### src/rtl/core/tmb_pkg.sv
// Shared types and codes for the timer bank: command codes, result codes,
// the packed slot record kept in the slot RAM and the slot ALU result.
// No dependencies.
package tmb_pkg;

    localparam int TAG_W  = 31;
    localparam int TIME_W = 32;

    typedef enum logic [2:0] {
        CMD_START_ONCE = 3'd0,
        CMD_START_REP  = 3'd1,
        CMD_CANCEL     = 3'd2,
        CMD_CANCEL_ALL = 3'd3,
        CMD_TICK       = 3'd4
    } t_cmd;

    localparam logic KIND_ACK  = 1'b0;
    localparam logic KIND_FIRE = 1'b1;
    localparam logic STAT_OK   = 1'b0;
    localparam logic STAT_FULL = 1'b1;

    typedef struct packed {
        logic [TAG_W-1:0]  tag;
        logic [TIME_W-1:0] delay;
        logic [TIME_W-1:0] elapsed;
        logic              rpt;
    } t_slot;

    localparam int SLOT_W = $bits(t_slot);

    typedef struct packed {
        logic              fire;
        logic              keep;
        logic              tag_hit;
        logic [TIME_W-1:0] elapsed;
    } t_alu_res;

endpackage

### src/rtl/core/tmb_ram.sv
// Generic simple dual-port RAM: one write port, one read port, registered read.
// No dependencies.
module tmb_ram #(
    parameter int WIDTH = 8,
    parameter int DEPTH = 16
) (
    input  logic                                     i_clk,
    input  logic                                     i_we,
    input  logic [((DEPTH > 1) ? $clog2(DEPTH) : 1)-1:0] i_waddr,
    input  logic [WIDTH-1:0]                         i_wdata,
    input  logic [((DEPTH > 1) ? $clog2(DEPTH) : 1)-1:0] i_raddr,
    output logic [WIDTH-1:0]                         o_rdata
);
    logic [WIDTH-1:0] mem [DEPTH];
    logic [WIDTH-1:0] r_rdata;

    always_ff @(posedge i_clk) begin
        if (i_we) begin
            mem[i_waddr] <= i_wdata;
        end
        r_rdata <= mem[i_raddr];
    end

    assign o_rdata = r_rdata;
endmodule

### src/rtl/core/tmb_slot_alu.sv
// Shared slot unit: saturating elapsed-time add, fire compare, id compare.
// Depends on tmb_pkg.
module tmb_slot_alu (
    input  tmb_pkg::t_slot                  i_slot,
    input  logic [tmb_pkg::TIME_W-1:0]      i_delta,
    input  logic [tmb_pkg::TAG_W-1:0]       i_target,
    output tmb_pkg::t_alu_res               o_res
);
    import tmb_pkg::*;

    logic [TIME_W:0]   sum;
    logic [TIME_W-1:0] sat;
    logic              fire;

    always_comb begin
        sum  = {1'b0, i_slot.elapsed} + {1'b0, i_delta};
        // saturate on carry out
        sat  = sum[TIME_W] ? {TIME_W{1'b1}} : sum[TIME_W-1:0];
        fire = (sat >= i_slot.delay);
        o_res.fire    = fire;
        o_res.keep    = !fire || i_slot.rpt;
        o_res.tag_hit = (i_slot.tag == i_target);
        o_res.elapsed = (fire && i_slot.rpt) ? {TIME_W{1'b0}} : sat;
    end
endmodule

### src/rtl/core/timer_bank_once_and_periodic_unit.sv
// Top level of the timer bank: request sequencer, live bits, output register.
// Depends on tmb_pkg, tmb_ram and tmb_slot_alu.
//
// Usage:
//   Requests enter on the s_axis channel: tuser carries the command (start
//   once, start repeating, cancel by id, cancel all, tick), tdata carries
//   delay_us, target_id and delta_us. Results leave on m_axis: tuser is the
//   kind (acknowledge or fire), tdata holds timer_tag and status, tlast marks
//   the final result of a request.
//   A start puts its one result on m_axis from the start state once the
//   output register is free. A cancel by id walks the slot list. Cancel
//   all and unused commands finish in the idle state and give no result.
//   A tick walks every used slot through the shared slot ALU at one slot
//   per cycle while the output is not stalled, reading each slot from the
//   single-port-read slot RAM and writing survivors back compacted.
//   s_axis_tready is high only while no request is in progress.
//   When the receiver stalls, the output register holds its result and the
//   walk pauses at the next slot that fires; nothing is dropped.
//   Reset (synchronous, active low) empties the bank and sets the next id
//   to one; slot RAM contents need no clearing.
module timer_bank_once_and_periodic_unit #(
    parameter int MAX_TIMERS = 16
) (
    input  logic        i_clk,
    input  logic        i_rst_n,
    input  logic        s_axis_tvalid,
    output logic        s_axis_tready,
    input  logic [95:0] s_axis_tdata,  // delay_us[31:0], target_id[62:32], delta_us[94:63], pad
    input  logic [2:0]  s_axis_tuser,  // cmd[2:0]
    output logic        m_axis_tvalid,
    input  logic        m_axis_tready,
    output logic [31:0] m_axis_tdata,  // timer_tag[30:0], status[31]
    output logic        m_axis_tuser,  // kind[0]
    output logic        m_axis_tlast
);
    import tmb_pkg::*;

    localparam int IDX_W = (MAX_TIMERS > 1) ? $clog2(MAX_TIMERS) : 1;
    localparam int CNT_W = $clog2(MAX_TIMERS + 1);
    localparam logic [CNT_W-1:0] FULL_CNT = CNT_W'(MAX_TIMERS);

    typedef enum logic [2:0] {
        S_IDLE,
        S_START,
        S_CANCEL,
        S_TICK,
        S_FLUSH
    } t_state;

    t_state               r_state;
    t_cmd                 r_cmd;
    logic [TIME_W-1:0]    r_delay;
    logic [TAG_W-1:0]     r_target;
    logic [TIME_W-1:0]    r_delta;
    logic [IDX_W-1:0]     r_idx;
    logic [CNT_W-1:0]     r_wcnt;
    logic [CNT_W-1:0]     r_used;
    logic [MAX_TIMERS-1:0] r_live;
    logic [TAG_W-1:0]     r_next_tag;
    logic                 r_pend_valid;
    logic [TAG_W-1:0]     r_pend_tag;
    logic                 r_out_valid;
    logic                 r_out_kind;
    logic [TAG_W-1:0]     r_out_tag;
    logic                 r_out_status;
    logic                 r_out_last;

    t_slot                rd_slot;
    t_slot                wr_slot;
    logic [SLOT_W-1:0]    rd_word;
    t_alu_res             alu;
    logic                 ram_we;
    logic [IDX_W-1:0]     ram_waddr;
    logic [IDX_W-1:0]     ram_raddr;
    logic                 out_free;
    logic                 live_i;
    logic                 is_last;
    logic                 tick_stall;
    logic                 tick_adv;
    logic                 tick_keep;
    logic [CNT_W-1:0]     n_wcnt;
    logic                 start_ok;

    assign rd_slot = t_slot'(rd_word);

    tmb_ram #(
        .WIDTH(SLOT_W),
        .DEPTH(MAX_TIMERS)
    ) u_slot_ram (
        .i_clk   (i_clk),
        .i_we    (ram_we),
        .i_waddr (ram_waddr),
        .i_wdata (wr_slot),
        .i_raddr (ram_raddr),
        .o_rdata (rd_word)
    );

    tmb_slot_alu u_alu (
        .i_slot   (rd_slot),
        .i_delta  (r_delta),
        .i_target (r_target),
        .o_res    (alu)
    );

    always_comb begin
        out_free   = !r_out_valid || m_axis_tready;
        live_i     = r_live[r_idx];
        is_last    = ((CNT_W'(r_idx) + CNT_W'(1)) == r_used);
        tick_stall = live_i && alu.fire && r_pend_valid && !out_free;
        tick_adv   = (r_state == S_TICK) && !tick_stall;
        tick_keep  = live_i && alu.keep;
        n_wcnt     = r_wcnt + (tick_keep ? CNT_W'(1) : CNT_W'(0));
        start_ok   = (r_used != FULL_CNT);

        ram_we    = 1'b0;
        ram_waddr = r_wcnt[IDX_W-1:0];
        wr_slot   = rd_slot;
        wr_slot.elapsed = alu.elapsed;
        ram_raddr = '0;
        case (r_state)
            S_START: begin
                ram_we          = out_free && start_ok;
                ram_waddr       = r_used[IDX_W-1:0];
                wr_slot.tag     = r_next_tag;
                wr_slot.delay   = r_delay;
                wr_slot.elapsed = '0;
                wr_slot.rpt     = (r_cmd == CMD_START_REP);
            end
            S_CANCEL: begin
                ram_raddr = r_idx + IDX_W'(1);
            end
            S_TICK: begin
                ram_we    = tick_adv && tick_keep;
                // re-read the same slot while stalled
                ram_raddr = tick_adv ? (r_idx + IDX_W'(1)) : r_idx;
            end
            default: begin
                ram_raddr = '0;
            end
        endcase
    end

    always_ff @(posedge i_clk) begin
        if (!i_rst_n) begin
            r_state      <= S_IDLE;
            r_used       <= '0;
            r_live       <= '0;
            r_next_tag   <= TAG_W'(1);
            r_pend_valid <= 1'b0;
            r_out_valid  <= 1'b0;
        end else begin
            if (r_out_valid && m_axis_tready) begin
                r_out_valid <= 1'b0;
            end
            case (r_state)
                S_IDLE: begin
                    if (s_axis_tvalid) begin
                        r_cmd    <= t_cmd'(s_axis_tuser);
                        r_delay  <= s_axis_tdata[31:0];
                        r_target <= s_axis_tdata[62:32];
                        r_delta  <= s_axis_tdata[94:63];
                        r_idx    <= '0;
                        r_wcnt   <= '0;
                        case (t_cmd'(s_axis_tuser))
                            CMD_START_ONCE, CMD_START_REP: begin
                                r_state <= S_START;
                            end
                            CMD_CANCEL: begin
                                if (r_used != '0) begin
                                    r_state <= S_CANCEL;
                                end
                            end
                            CMD_CANCEL_ALL: begin
                                r_live <= '0;
                                r_used <= '0;
                            end
                            CMD_TICK: begin
                                if (r_used != '0) begin
                                    r_state      <= S_TICK;
                                    r_pend_valid <= 1'b0;
                                end
                            end
                            default: begin
                                r_state <= S_IDLE;
                            end
                        endcase
                    end
                end
                S_START: begin
                    if (out_free) begin
                        r_out_valid <= 1'b1;
                        r_out_kind  <= KIND_ACK;
                        r_out_last  <= 1'b1;
                        if (start_ok) begin
                            r_out_tag             <= r_next_tag;
                            r_out_status          <= STAT_OK;
                            r_live[r_used[IDX_W-1:0]] <= 1'b1;
                            r_used                <= r_used + CNT_W'(1);
                            r_next_tag            <= r_next_tag + TAG_W'(1);
                        end else begin
                            r_out_tag    <= '0;
                            r_out_status <= STAT_FULL;
                        end
                        r_state <= S_IDLE;
                    end
                end
                S_CANCEL: begin
                    if (alu.tag_hit) begin
                        r_live[r_idx] <= 1'b0;
                        r_state       <= S_IDLE;
                    end else if (is_last) begin
                        r_state <= S_IDLE;
                    end else begin
                        r_idx <= r_idx + IDX_W'(1);
                    end
                end
                S_TICK: begin
                    if (tick_adv) begin
                        if (live_i && alu.fire) begin
                            // hold this fire back until we know whether it is the final one
                            r_pend_tag   <= rd_slot.tag;
                            r_pend_valid <= 1'b1;
                            if (r_pend_valid) begin
                                r_out_valid  <= 1'b1;
                                r_out_kind   <= KIND_FIRE;
                                r_out_tag    <= r_pend_tag;
                                r_out_status <= STAT_OK;
                                r_out_last   <= 1'b0;
                            end
                        end
                        if (tick_keep) begin
                            r_live[r_wcnt[IDX_W-1:0]] <= 1'b1;
                        end
                        r_wcnt <= n_wcnt;
                        if (is_last) begin
                            for (int k = 0; k < MAX_TIMERS; k++) begin
                                if (CNT_W'(k) >= n_wcnt) begin
                                    r_live[k] <= 1'b0;
                                end
                            end
                            r_used  <= n_wcnt;
                            r_state <= S_FLUSH;
                        end else begin
                            r_idx <= r_idx + IDX_W'(1);
                        end
                    end
                end
                S_FLUSH: begin
                    if (!r_pend_valid) begin
                        r_state <= S_IDLE;
                    end else if (out_free) begin
                        r_out_valid  <= 1'b1;
                        r_out_kind   <= KIND_FIRE;
                        r_out_tag    <= r_pend_tag;
                        r_out_status <= STAT_OK;
                        r_out_last   <= 1'b1;
                        r_pend_valid <= 1'b0;
                        r_state      <= S_IDLE;
                    end
                end
                default: begin
                    r_state <= S_IDLE;
                end
            endcase
        end
    end

    assign s_axis_tready = (r_state == S_IDLE);
    assign m_axis_tvalid = r_out_valid;
    assign m_axis_tdata  = {r_out_status, r_out_tag};
    assign m_axis_tuser  = r_out_kind;
    assign m_axis_tlast  = r_out_last;

    a_used_bound: assert property (@(posedge i_clk) disable iff (!i_rst_n)
        r_used <= FULL_CNT)
        else $error("slot count above bank size");

    a_compact_order: assert property (@(posedge i_clk) disable iff (!i_rst_n)
        (r_state == S_TICK) |-> (r_wcnt <= CNT_W'(r_idx)))
        else $error("compaction write index overtook read index");

    a_start_grows: assert property (@(posedge i_clk) disable iff (!i_rst_n)
        (r_state == S_START && out_free && start_ok)
        |=> (r_used == $past(r_used) + CNT_W'(1)) && r_out_valid)
        else $error("accepted start did not occupy a slot");

    a_flush_emits: assert property (@(posedge i_clk) disable iff (!i_rst_n)
        (r_state == S_FLUSH && r_pend_valid && out_free)
        |=> r_out_valid && r_out_last && (r_out_kind == KIND_FIRE))
        else $error("final fire not marked last");
endmodule
### config.mk
export PLATFORM = sky130hd
export DESIGN_NAME = timer_bank_once_and_periodic_unit
export DESIGN_NICKNAME = d
export VERILOG_FILES = /design/src/rtl/core/tmb_pkg.sv /design/src/rtl/core/tmb_ram.sv /design/src/rtl/core/tmb_slot_alu.sv /design/src/rtl/core/timer_bank_once_and_periodic_unit.sv
export SDC_FILE = /design/constraint.sdc
export NUM_CORES = 2
export LEC_CHECK = 0
export BUFFER_PORTS_ARGS = -buffer_cell sky130_fd_sc_hd__buf_4
export CORE_MARGIN = 3
export CORE_UTILIZATION = 62
export CTS_BUF_LIST = sky130_fd_sc_hd__clkbuf_4 sky130_fd_sc_hd__clkbuf_8 sky130_fd_sc_hd__clkbuf_16
export DETAILED_ROUTE_END_ITERATION = 7
export PLACE_DENSITY = 0.83
export SETUP_SLACK_MARGIN = 0.05
export SYNTH_ARGS = -nofsm -noshare
export SYNTH_HDL_FRONTEND = slang
export SYNTH_SLANG_ARGS = --single-unit
### constraint.sdc
create_clock -name i_clk -period 15.1 [get_ports i_clk]
set_clock_uncertainty 0.1 [all_clocks]
set_input_delay 3.02 -clock i_clk [delete_from_list [all_inputs] [get_ports i_clk]]
set_output_delay 3.02 -clock i_clk [all_outputs]
set_load 0.02 [all_outputs]
==> reports/qor.txt <==
Worst-path clk slew - 0.06 ns
Syn_nets - 4681
Hpwl dp - 91700 um
H-tree depth - 4
First-pass GRT wire length - 262000 um
Fillers - 7010
Grt ovf - 0
Top post-synthesis cells by area - edfxtp_1 (70%), mux2i_1 (11%), dfxtp_1 (4.2%)
Initial antenna violation count - 3
Worst vdd ir - 0.141 mV
Die area - 0.122 mm2
Crit path launch - r_delta[0]$_DFFE_PP_
Starting Density - 62.8%
Root buf cell - clkbuf_16
Worst min path class - flop to flop
CTS Sinks - 1861
CP max FO - 60
Min Hold Slack - 0.390 ns
DRT iter0 DRCs - 5735
Startpoint types - flop
Crit Path Category - flop to flop
CTS buffer count - 177
Comb power frac - 7.8%
Outcome - finished, final reports clean
Cell Area, Synth - 0.0734 mm2
Clock power frac - 39.3%
Max_slew headroom - 15.6%
Most used flip-flop cell after synthesis - edfxtp_1
Cell Int Power - 8780 uW
All-Layer GR Usage - 29.0%
Max-cap viol count - 0
DRC - 0
Clk Latency, worst-skew pair - 0.81 ns
F_max - 0.100 GHz
Final layout net count - 4830
Top-Level Pins - 139
Row count - 125
Largest net degree at the start of global routing - 138
P per Cell Area - 138 mW/mm2
FF-to-FF Start - r_delta[0]$_DFFE_PP_
Worst path required time - 15.65 ns
CP Capture Type - flop
Post-synth top area cell - edfxtp_1
Layout cell share with drive strength beyond 1 - 11.7%
Avg Cell Area, Syn - 16.3 um2
CTS Buffer Depth - 3
Hold_sp - u_slot_ram.o_rdata[85]$_DFF_P_
Routed WL per cell - 28.2 um
Sw Ratio - 22.5%
Post-Syn Instances - 4502
R2R depth - 23
YS warnings - 0
Net switching power - 2540 uW
Top cell type's share of synthesized area - 69.9%
Sequential-to-total area share from yosys stat - 74.1%
Cell count of the worst hold path - 0
CP arrival - 10.52 ns
Final Max Tran Viols - 0
Final hold vios - 0
Wirelength, routed - 179000 um
Setup TNS - 0 ns
Synth async-reset ratio - 0%
Postcts setup bufs - 0
Power share of the sequential group - 52.9%
Final min period - 9.97 ns
Number of synthesized flops with an enable pin - 1708
Yosys cell types - 67
Hold-fix buffer count after cts - 0
Post-CTS sizing - 0
DR pass1 iterations - 6
RSZ-0062 raised after global routing - false
CTS tree - done
Antenna Nets Post-Route - 0
Vias in the first global route - 41246
Height of the die - 350 um
Core Box Area - 0.117 mm2
Die span in x - 350 um
Count of buffers from port buffering - 137
Final Cycle Share - 66.0%
Final setup fails - 0
Vias per cell - 6.64
Pleak - 0.0324 uW
#FFs+latches synth - 1861
Final GP Congestion - 0.892
Least-Margin Pin Slew - 1.26 ns
Syn-to-layout area delta - 11.7%
DR vias - 41996
==> critical path: stages, from the launching register on <==
cell      delay (ns)
edfxtp_1        0.37
ha_1            0.24
fa_1            0.41
a21o_1          0.21
a21oi_1         0.55
o21bai_1        0.18
a21oi_1         0.24
nor2_1          0.13
a21boi_0        0.50
a21o_1          0.25
a31o_2          0.82
nand2_1         0.23
ha_1            0.36
nand4_1         0.14
nor4_1          0.47
o211ai_1        0.18
a21oi_1         0.59
o2111a_1        0.43
mux2i_4         0.50
buf_4           0.85
buf_4           0.91
mux2i_1         0.31
o22ai_1         0.12
or4_1           0.57
==> Yosys cell counts (all sizes together) (6+ instances only) <==
cell	number
xor2	65
dfxtp	153
nand2b	19
or3	27
ha	75
a211o	6
mux2i	771
or2	9
o21a	8
nand3	34
nor3	24
a22o	31
o21bai	7
and3	17
nor2	109
buf	126
nor4	10
nand4	14
xnor2	32
a21boi	6
nor2b	39
inv	52
and2	21
o22a	18
clkbuf	114
a31oi	19
nand2	230
edfxtp	1708
a221oi	8
a21oi	100
a211oi	10
or4	81
a21o	29
o22ai	352
o21ai	106
o221ai	20
==> registers in the layout (all words and copies together) (netlist names) <==
register / flops
r_delay: 32
r_live: 16
m_axis_tvalid: 1
r_out_tag: 31
r_used: 5
r_state: 3
r_next_tag: 31
r_delta: 32
u_slot_ram.mem: 1536
r_pend_tag: 31
u_slot_ram.o_rdata: 96
r_out_status: 1
r_idx: 4
r_cmd: 3
r_target: 31
r_pend_valid: 1
m_axis_tlast: 1
m_axis_tuser: 1
r_wcnt: 5
==> layout by cell type (no fill, tap or decap), types with 81 or more instances in the layout <==
cell and n:
a21oi_1 100, buf_4 204, clkbuf_16 181, dfxtp_1 153, edfxtp_1 1708, mux2i_1 770
nand2_1 223, nor2_1 105, o21ai_0 83, o22ai_1 351, or4_1 81
==> final cells by class <==
class | count | area, um2 | area share, %
multi-input cells | 2348 | 17900 | 21.9
flip-flops and latches | 1861 | 54400 | 66.3
clock inverters | 90 | 875 | 1.07
repair buffers | 210 | 1640 | 2.00
well taps | 1524 | 1910 | 2.33
diodes | 2 | 5.00 | 0.00611
clock buffers | 239 | 5030 | 6.14
inverters | 53 | 199 | 0.243
==> through the flow <==
stage / worst slack (ns) / cell area (um2) / utilization (%) / total power (uW) / std cells
CTS: 5.31 / 81900 / 70.1 / 11300 / 6324
floorplan: 4.67 / 73400 / - / 6630 / 4502
finish: 5.13 / 81900 / 70.1 / 11300 / 6327
global route: 4.54 / 81900 / 70.1 / 11600 / 6325
global placement: 5.61 / 76000 / 65.1 / 6910 / 5995
detailed placement: 5.43 / 76000 / 65.1 / 6940 / 5995
==> logic make-up after synthesis <==
| logic type | share of synthesized area (%) |
|---|---|
| adder cells (fa/ha/maj) | 1.31 |
| multiplexers | 10.7 |
| XOR/XNOR | 1.16 |
| flip-flops | 74.1 |
| AND/OR/NAND/NOR | 4.40 |
| AO/OA/AOI/OAI | 6.62 |
| buffers and inverters | 1.72 |
==> power groups by stage <==
stage	logic, uW	clock network, uW	registers [uW]
6_report	880	4450	5990
5_1_grt	949	4690	5990
4_1_cts	857	4480	5990
3_5_place_dp	846	0	6100
3_3_place_gp	811	0	6090
2_1_floorplan	564	0	6070
==> worst paths after layout <==
check | endpoint | slack, ns
setup / recovery | u_slot_ram.o_rdata[92]$_DFF_P_ | 5.13
hold / removal | r_pend_tag[20]$_DFFE_PP_ | 0.39
setup reg to reg | u_slot_ram.o_rdata[92]$_DFF_P_ | 5.13
hold reg to reg | r_pend_tag[20]$_DFFE_PP_ | 0.39
==> layer usage <==
metal  global-route usage (%)  vias to the layer above  part of all wire [%]  wire, um
li1                         -                    18019                     -         -
met1                     39.8                    20770                    37     66800
met2                     45.4                     2753                    47     84100
met3                     5.91                      454                    11     20400
met4                     12.9                        0                   4.1      7320
met5                        0                        -                     0         0
Note: power is estimated with default switching activity, not from simulation.
